File: src/sv/fprf_pkg.sv
// Shared types and codes for the framed packet receiver with Fletcher-16 check.
// Depends on nothing; every other file of the block refers to it by scoped names.
package fprf_pkg;

	localparam int ByteW = 8;
	localparam int KindW = 3;
	localparam int CfgIdxW = 2;

	// Configuration register indexes
	localparam logic [CfgIdxW-1:0] CFG_START_FIRST = 2'd0;
	localparam logic [CfgIdxW-1:0] CFG_START_SECOND = 2'd1;
	localparam logic [CfgIdxW-1:0] CFG_MAX_LENGTH = 2'd2;

	// Result kinds
	localparam logic [KindW-1:0] KIND_PAYLOAD = 3'd0;
	localparam logic [KindW-1:0] KIND_ACCEPT = 3'd1;
	localparam logic [KindW-1:0] KIND_BADSUM = 3'd2;
	localparam logic [KindW-1:0] KIND_UNKNOWN = 3'd3;
	localparam logic [KindW-1:0] KIND_TOOLONG = 3'd4;

	// Message ids that the block recognises
	localparam logic [ByteW-1:0] MSG_ID_ONE = 8'd1;
	localparam logic [ByteW-1:0] MSG_ID_TWO = 8'd2;

	// Fletcher-16 sums are kept modulo this value
	localparam logic [ByteW:0] FLETCHER_MOD = 9'd255;

	typedef struct packed {
		logic [ByteW-1:0] start_first;
		logic [ByteW-1:0] start_second;
		logic [ByteW-1:0] max_length;
	} cfg_t;

	typedef struct packed {
		logic             valid;
		logic [KindW-1:0] kind;
		logic [ByteW-1:0] payload_byte;
		logic [ByteW-1:0] byte_position;
		logic [ByteW-1:0] message_id;
	} res_t;

endpackage

File: src/sv/fprf_deframer.sv
// Frame hunting state machine with running Fletcher-16 sums and verdict logic.
// Depends on fprf_pkg for the configuration and result structs and the kind codes.
module fprf_deframer (
	input  logic                      clk,
	input  logic                      arst_n,
	input  logic                      step,
	input  logic [fprf_pkg::ByteW-1:0] byte_s1,
	input  fprf_pkg::cfg_t            cfg,
	output fprf_pkg::res_t            res
);

	localparam logic [2:0] PH_HUNT1 = 3'd0;
	localparam logic [2:0] PH_HUNT2 = 3'd1;
	localparam logic [2:0] PH_LEN = 3'd2;
	localparam logic [2:0] PH_ID = 3'd3;
	localparam logic [2:0] PH_DATA = 3'd4;
	localparam logic [2:0] PH_CKLO = 3'd5;
	localparam logic [2:0] PH_CKHI = 3'd6;

	logic [2:0]                phase_q, phase_d;
	logic [fprf_pkg::ByteW-1:0] length_q, length_d;
	logic [fprf_pkg::ByteW-1:0] count_q, count_d;
	logic [fprf_pkg::ByteW-1:0] id_q, id_d;
	logic [fprf_pkg::ByteW-1:0] sum_one_q, sum_one_d;
	logic [fprf_pkg::ByteW-1:0] sum_two_q, sum_two_d;
	logic [fprf_pkg::ByteW-1:0] ck_low_q, ck_low_d;

	logic [fprf_pkg::ByteW:0]   add_one, add_two;
	logic [fprf_pkg::ByteW-1:0] new_one, new_two;
	logic [fprf_pkg::ByteW-1:0] count_inc;

	// Both sums stay below 255, so each raw sum is below 510 and one
	// conditional subtract brings it back into range.
	always_comb begin
		add_one = {1'b0, sum_one_q} + {1'b0, byte_s1};
		new_one = (add_one >= fprf_pkg::FLETCHER_MOD) ?
			fprf_pkg::ByteW'(add_one - fprf_pkg::FLETCHER_MOD) : add_one[fprf_pkg::ByteW-1:0];
		add_two = {1'b0, sum_two_q} + {1'b0, new_one};
		new_two = (add_two >= fprf_pkg::FLETCHER_MOD) ?
			fprf_pkg::ByteW'(add_two - fprf_pkg::FLETCHER_MOD) : add_two[fprf_pkg::ByteW-1:0];
		count_inc = count_q + 8'd1;
	end

	always_comb begin
		phase_d = phase_q;
		length_d = length_q;
		count_d = count_q;
		id_d = id_q;
		sum_one_d = sum_one_q;
		sum_two_d = sum_two_q;
		ck_low_d = ck_low_q;
		res = '0;
		case (phase_q)
			PH_HUNT1: begin
				if (byte_s1 == cfg.start_first) phase_d = PH_HUNT2;
			end
			PH_HUNT2: begin
				phase_d = (byte_s1 == cfg.start_second) ? PH_LEN : PH_HUNT1;
			end
			PH_LEN: begin
				if (byte_s1 > cfg.max_length) begin
					phase_d = PH_HUNT1;
					res.valid = 1'b1;
					res.kind = fprf_pkg::KIND_TOOLONG;
				end else begin
					length_d = byte_s1;
					phase_d = PH_ID;
				end
			end
			PH_ID: begin
				id_d = byte_s1;
				count_d = '0;
				sum_one_d = '0;
				sum_two_d = '0;
				phase_d = (length_q == '0) ? PH_CKLO : PH_DATA;
			end
			PH_DATA: begin
				sum_one_d = new_one;
				sum_two_d = new_two;
				count_d = count_inc;
				if (count_inc >= length_q) phase_d = PH_CKLO;
				res.valid = 1'b1;
				res.kind = fprf_pkg::KIND_PAYLOAD;
				res.payload_byte = byte_s1;
				res.byte_position = count_q;
				res.message_id = id_q;
			end
			PH_CKLO: begin
				ck_low_d = byte_s1;
				phase_d = PH_CKHI;
			end
			PH_CKHI: begin
				phase_d = PH_HUNT1;
				res.valid = 1'b1;
				res.message_id = id_q;
				if (ck_low_q != sum_one_q || byte_s1 != sum_two_q)
					res.kind = fprf_pkg::KIND_BADSUM;
				else if (id_q == fprf_pkg::MSG_ID_ONE || id_q == fprf_pkg::MSG_ID_TWO)
					res.kind = fprf_pkg::KIND_ACCEPT;
				else
					res.kind = fprf_pkg::KIND_UNKNOWN;
			end
			default: begin
				phase_d = PH_HUNT1;
			end
		endcase
		if (!step) res.valid = 1'b0;
	end

	always_ff @(posedge clk or negedge arst_n) begin
		if (!arst_n) begin
			phase_q <= PH_HUNT1;
			length_q <= '0;
			count_q <= '0;
			id_q <= '0;
			sum_one_q <= '0;
			sum_two_q <= '0;
			ck_low_q <= '0;
		end else if (step) begin
			phase_q <= phase_d;
			length_q <= length_d;
			count_q <= count_d;
			id_q <= id_d;
			sum_one_q <= sum_one_d;
			sum_two_q <= sum_two_d;
			ck_low_q <= ck_low_d;
		end
	end

	// A payload beat is only ever produced from the data phase.
	a_payload_from_data: assert property (@(posedge clk) disable iff (!arst_n)
		(res.valid && res.kind == fprf_pkg::KIND_PAYLOAD) |-> (phase_q == PH_DATA))
		else $error("payload result outside the data phase");

	// While payload is being counted, the count never reaches the frame length.
	a_count_below_length: assert property (@(posedge clk) disable iff (!arst_n)
		(phase_q == PH_DATA) |-> (count_q < length_q))
		else $error("payload count ran past the frame length");

	// Reduced sums never hold 255.
	a_sums_reduced: assert property (@(posedge clk) disable iff (!arst_n)
		(sum_one_q != 8'hFF) && (sum_two_q != 8'hFF))
		else $error("Fletcher sum left unreduced");

endmodule

File: src/sv/framed_packet_receiver_fletcher16_top.sv
// Top level of the framed serial packet receiver with Fletcher-16 verdict.
// Depends on fprf_pkg and instantiates fprf_deframer.
//
//   channel  | direction | handshake             | payload
//   ---------+-----------+-----------------------+--------------------------------------
//   rx       | in        | rx_valid / rx_stall   | rx_byte
//   res      | out       | res_valid / res_stall | kind, payload_byte, byte_position,
//            |           |                       | message_id
//   cfg      | in        | cfg_valid / cfg_ready | cfg_index, cfg_data
//
// The block takes one received byte per cycle while the result output is not stalled.  A
// byte is captured in an input register, stepped through the frame state machine once the
// result register is free or being emptied and, if it causes a result, lands in the result
// register at the end of that step, from where it leaves when the consumer takes it.  Reset
// puts the block in the hunting state with the start bytes at zero and the length limit
// at 255.  A stalled result holds the state machine and the captured byte; the input
// stalls only once its register is full and cannot move on.
module framed_packet_receiver_fletcher16_top (
	input  logic                         clk,
	input  logic                         arst_n,
	input  logic                         rx_valid,
	output logic                         rx_stall,
	input  logic [fprf_pkg::ByteW-1:0]   rx_byte,
	output logic                         res_valid,
	input  logic                         res_stall,
	output logic [fprf_pkg::KindW-1:0]   kind,
	output logic [fprf_pkg::ByteW-1:0]   payload_byte,
	output logic [fprf_pkg::ByteW-1:0]   byte_position,
	output logic [fprf_pkg::ByteW-1:0]   message_id,
	input  logic                         cfg_valid,
	output logic                         cfg_ready,
	input  logic [fprf_pkg::CfgIdxW-1:0] cfg_index,
	input  logic [fprf_pkg::ByteW-1:0]   cfg_data
);

	fprf_pkg::cfg_t cfg_q;
	fprf_pkg::res_t res_c;
	fprf_pkg::res_t res_q;

	logic                       valid_s1;
	logic [fprf_pkg::ByteW-1:0] byte_s1;
	logic                       step;
	logic                       rx_take;

	// Registers are always writable; writes to the unused index are dropped.
	assign cfg_ready = 1'b1;

	always_ff @(posedge clk or negedge arst_n) begin
		if (!arst_n) begin
			cfg_q.start_first <= '0;
			cfg_q.start_second <= '0;
			cfg_q.max_length <= '1;
		end else if (cfg_valid && cfg_ready) begin
			case (cfg_index)
				fprf_pkg::CFG_START_FIRST: cfg_q.start_first <= cfg_data;
				fprf_pkg::CFG_START_SECOND: cfg_q.start_second <= cfg_data;
				fprf_pkg::CFG_MAX_LENGTH: cfg_q.max_length <= cfg_data;
				default: ;
			endcase
		end
	end

	// The captured byte moves on whenever the result register is free or being emptied
	// this cycle; a byte that causes no result moves on under the same rule.
	assign step = valid_s1 && (!res_q.valid || !res_stall);
	assign rx_stall = valid_s1 && !step;
	assign rx_take = rx_valid && !rx_stall;

	always_ff @(posedge clk or negedge arst_n) begin
		if (!arst_n) begin
			valid_s1 <= 1'b0;
		end else if (rx_take) begin
			valid_s1 <= 1'b1;
		end else if (step) begin
			valid_s1 <= 1'b0;
		end
	end

	always_ff @(posedge clk) begin
		if (rx_take) byte_s1 <= rx_byte;
	end

	fprf_deframer u_deframer (
		.clk     (clk),
		.arst_n  (arst_n),
		.step    (step),
		.byte_s1 (byte_s1),
		.cfg     (cfg_q),
		.res     (res_c)
	);

	// Result register: loads on every step, otherwise drains when the consumer takes the beat.
	always_ff @(posedge clk or negedge arst_n) begin
		if (!arst_n) begin
			res_q <= '0;
		end else if (step) begin
			res_q <= res_c;
		end else if (!res_stall) begin
			res_q.valid <= 1'b0;
		end
	end

	assign res_valid = res_q.valid;
	assign kind = res_q.kind;
	assign payload_byte = res_q.payload_byte;
	assign byte_position = res_q.byte_position;
	assign message_id = res_q.message_id;

endmodule

File: config.mk
export PLATFORM = sky130hd
export DESIGN_NAME = framed_packet_receiver_fletcher16_top
export DESIGN_NICKNAME = d
export VERILOG_FILES = /design/src/sv/fprf_pkg.sv /design/src/sv/fprf_deframer.sv /design/src/sv/framed_packet_receiver_fletcher16_top.sv
export SDC_FILE = /design/constraint.sdc
export NUM_CORES = 1
export LEC_CHECK = 0
export BUFFER_PORTS_ARGS = -buffer_cell sky130_fd_sc_hd__buf_2
export CELL_PAD_IN_SITES_DETAIL_PLACEMENT = 0
export CELL_PAD_IN_SITES_GLOBAL_PLACEMENT = 1
export CORE_MARGIN = 3
export CORE_UTILIZATION = 43
export CTS_CLUSTER_SIZE = 25
export DETAILED_ROUTE_END_ITERATION = 16
export PLACE_DENSITY_LB_ADDON = 0.05
export SYNTH_ARGS = -nofsm -noshare
export SYNTH_HDL_FRONTEND = slang
export SYNTH_SLANG_ARGS = --single-unit
File: constraint.sdc
create_clock -name clk -period 5.05 [get_ports clk]
set_clock_uncertainty 0.05 [all_clocks]
set_input_delay 0.7575 -clock clk [delete_from_list [all_inputs] [get_ports clk]]
set_output_delay 0.7575 -clock clk [all_outputs]
set_load 0.01 [all_outputs]
==> results.md <==
* Status: complete, no violations
* Setup slack after layout at 290 ps
* Leak pwr at 3.38 nW
* Sequential area share after synthesis at 45.3%
* GR Util All Layers at 19.4%
* Syn Area/Cell at 10.7 µm²
* Yosys top cell area share at 38.2%
* Fin Setup TNS at 0 ps
* Fin crit share at 94.3%
* Worst slew pin tran at 858 ps
* Nets at 704
* Yosys Warn Count at 0
* CTS buffer count at 9
* Asr flop ratio synth at 92.9%
* Drt wl/cell at 18.1 µm
* Largest net degree at the start of global routing at 69
* Chip width at 127 µm
* Final min period at 4760 ps
* Max Freq at 210 MHz
* RSZ-0062 raised after global routing: no
* CTS tree: done
* Top cell type by total area after synthesis: dfrtp_1
* Peak supply drop at 0.197 mV
* Fin. Hold Viols at 0
* Synth Instances at 588
* Average vias per placed instance at 5.59
* Core area at 14100 µm²
* # setup viols final at 0
* Std cell rows at 43
* Post-layout util at 50.6%
* Largest register FFs at 24
* Worst-path fanout max at 4
* Slew Limit Fails at 0
* Synth cell types at 65
* Initial Util at 44.7%
* Vias at 4638
* Max-Cap Viols at 0
* Post-route ant nets at 0
* R2R Setup Slk at 290 ps
* HP Class: flop to flop
* Mapped cell area at 6290 µm²
* Synth Flop Type: dfrtp_1
* Worst Setup Start Kind: flop
* Most flops, register: cfg_q
* Clk buf depth at 2
* Post-synth EDFFs at 8
* Vias in the first global route at 4676
* Synth area leaders: dfrtp_1 38%, mux2_2 8.4%, ha_1 7.0%
* Final wirelength at 15.0 mm
* Initial antenna violation count at 0
* Antenna fix cells at 0
* Layout cells sized above 1 at 23.6%
* Die H at 127 µm
* Setup CP Type: flop to flop
* Req. time, crit path at 5280 ps
* Synth Register Bits at 112
* CTS Hold Bufs at 0
* CP Capture Type: flop
* Clock tree root driver cell: clkbuf_16
* # clock sinks at 112
* Cell Pwr Density at 271 nW/µm²
* First-pass iteration count of the detailed router at 4
* Worst slack, placed at 111 ps
* Io pins at 53
* H-tree levels at 3
* Critical Path AT at 4990 ps
* Initial DRC count at 177
* HPWL Detailed at 10.8 mm
* Area growth, synth to finish at 13.3%
* Relative slew slack at 42.8%
* # port buffers at 51
* GP Congestion at 0.859
* Die area at 16100 µm²
* Syn Nets at 648
* Clock-pin slew on the worst setup and hold paths at 70 ps
* Total grt overflow at 0
* Remaining DRCs at 0
* First-pass GRT wire length at 25.0 mm
* Clk_lat worst skew at 350 ps
==> synthesized netlist by cell type (4+ instances only) <==
cell      count
a21o_1        8
xor2_1       24
nand3_1      26
nand2_1      52
inv_1        21
ha_1         35
dfrtp_1      96
nand4_1       9
a21oi_1      15
o21a_1        9
nand2b_1      4
and3_1        6
nor4_1       11
xnor2_1      27
nor3_1       13
clkbuf_1     21
nor2_1       26
edfxtp_1      8
mux2_2       47
o21ai_0      17
nor2b_1      10
a22o_1       29
dfstp_2       8
==> what timing repair did <==
item,4_1_cts,5_1_grt
setup endpoints to repair,0,6
gates resized for setup,0,9
buffers inserted,0,2
==> cell families after synthesis <==
logic type	after synthesis	share of synthesized area [%]
xor gates and xnor gates	52	7.35
buffers and inverters	45	2.74
muxes	49	8.73
other	1	0.0596
AOI/OAI and AO/OA	117	14.0
adders and majority gates	37	7.59
and+or+nand+nor	175	14.2
DFF	112	45.3
==> through the flow <==
| stage | cell area, µm² | hold slack, ps | cells | power, mW |
|---|---|---|---|---|
| detailed placement | 6810 | 404 | 811 | 1.30 |
| finish | 7130 | 412 | 829 | 1.94 |
| global route | 7130 | 436 | 829 | 2.04 |
| global placement | 6810 | 397 | 811 | 1.29 |
| CTS | 7070 | 421 | 827 | 1.96 |
| floorplan | 6290 | 412 | 588 | 1.20 |
==> critical path, cell delays in order (launching register included) <==
cell and delay (ps):
dfrtp_1 420, ha_1 240, fa_2 400, a211oi_4 310, nor2_1 90, nand4b_1 240, nor2_2 180, a41o_1 250
xor2_1 230, ha_1 200, inv_1 50, fa_1 430, nor2b_1 130, o21a_1 180, nor3_1 110, nor4_4 340
nand4_1 180, or4_1 540, nand3_1 100
==> area by class of cell <==
| type | count | area (µm²) |
|---|---|---|
| flip-flops and latches | 112 | 2850 |
| clock inverters | 5 | 31.3 |
| repair buffers | 69 | 393 |
| multi-input cells | 431 | 3320 |
| fillers | 1299 | 6970 |
| well taps | 180 | 225 |
| clock buffers | 11 | 233 |
| inverters | 21 | 78.8 |
==> worst paths after layout <==
| path | from | to | depth (start not counted) |
|---|---|---|---|
| max reg2reg | u_deframer.sum_one_q[0] | u_deframer.sum_two_q[7] | 18 |
| max in group asynchronous | arst_n | u_deframer.sum_one_q[3] | 2 |
| min in group asynchronous | arst_n | message_id[3] | 1 |
| min | message_id[2] | message_id[2] | 2 |
| min reg2reg | message_id[2] | message_id[2] | 2 |
| max | u_deframer.sum_one_q[0] | u_deframer.sum_two_q[7] | 18 |
==> layout by cell type (no fill, tap or decap), types with 14 or more instances in the layout <==
cell type | netlist | routed
nor2_1 | 26 | 24
a21oi_1 | 15 | 14
nand3_1 | 26 | 26
buf_4 | 1 | 19
xor2_1 | 24 | 24
o21ai_0 | 17 | 17
mux2_2 | 47 | 47
dfrtp_1 | 96 | 96
xnor2_1 | 27 | 26
nand2_1 | 52 | 52
buf_2 | 0 | 50
a22o_1 | 29 | 29
ha_1 | 35 | 35
inv_1 | 21 | 21
==> routing by layer <==
layer  global-route usage (%)  part of all wire (%)  wire (µm)  vias to the layer above
met5                        0                     0          0                        -
met4                     5.11                   1.4        210                        0
met3                     3.34                   4.2        633                       16
met2                     30.8                    46       6970                       95
met1                     27.7                    48       7210                     2279
li1                         -                     -          -                     2248
==> report_power, final <==
group          total (mW)  internal [mW]  switching [mW]
combinational       0.284          0.126           0.158
sequential           1.00          0.962          0.0379
clock               0.652          0.334           0.318
total                1.94           1.42           0.514
Note: power is estimated with default switching activity, not from simulation.
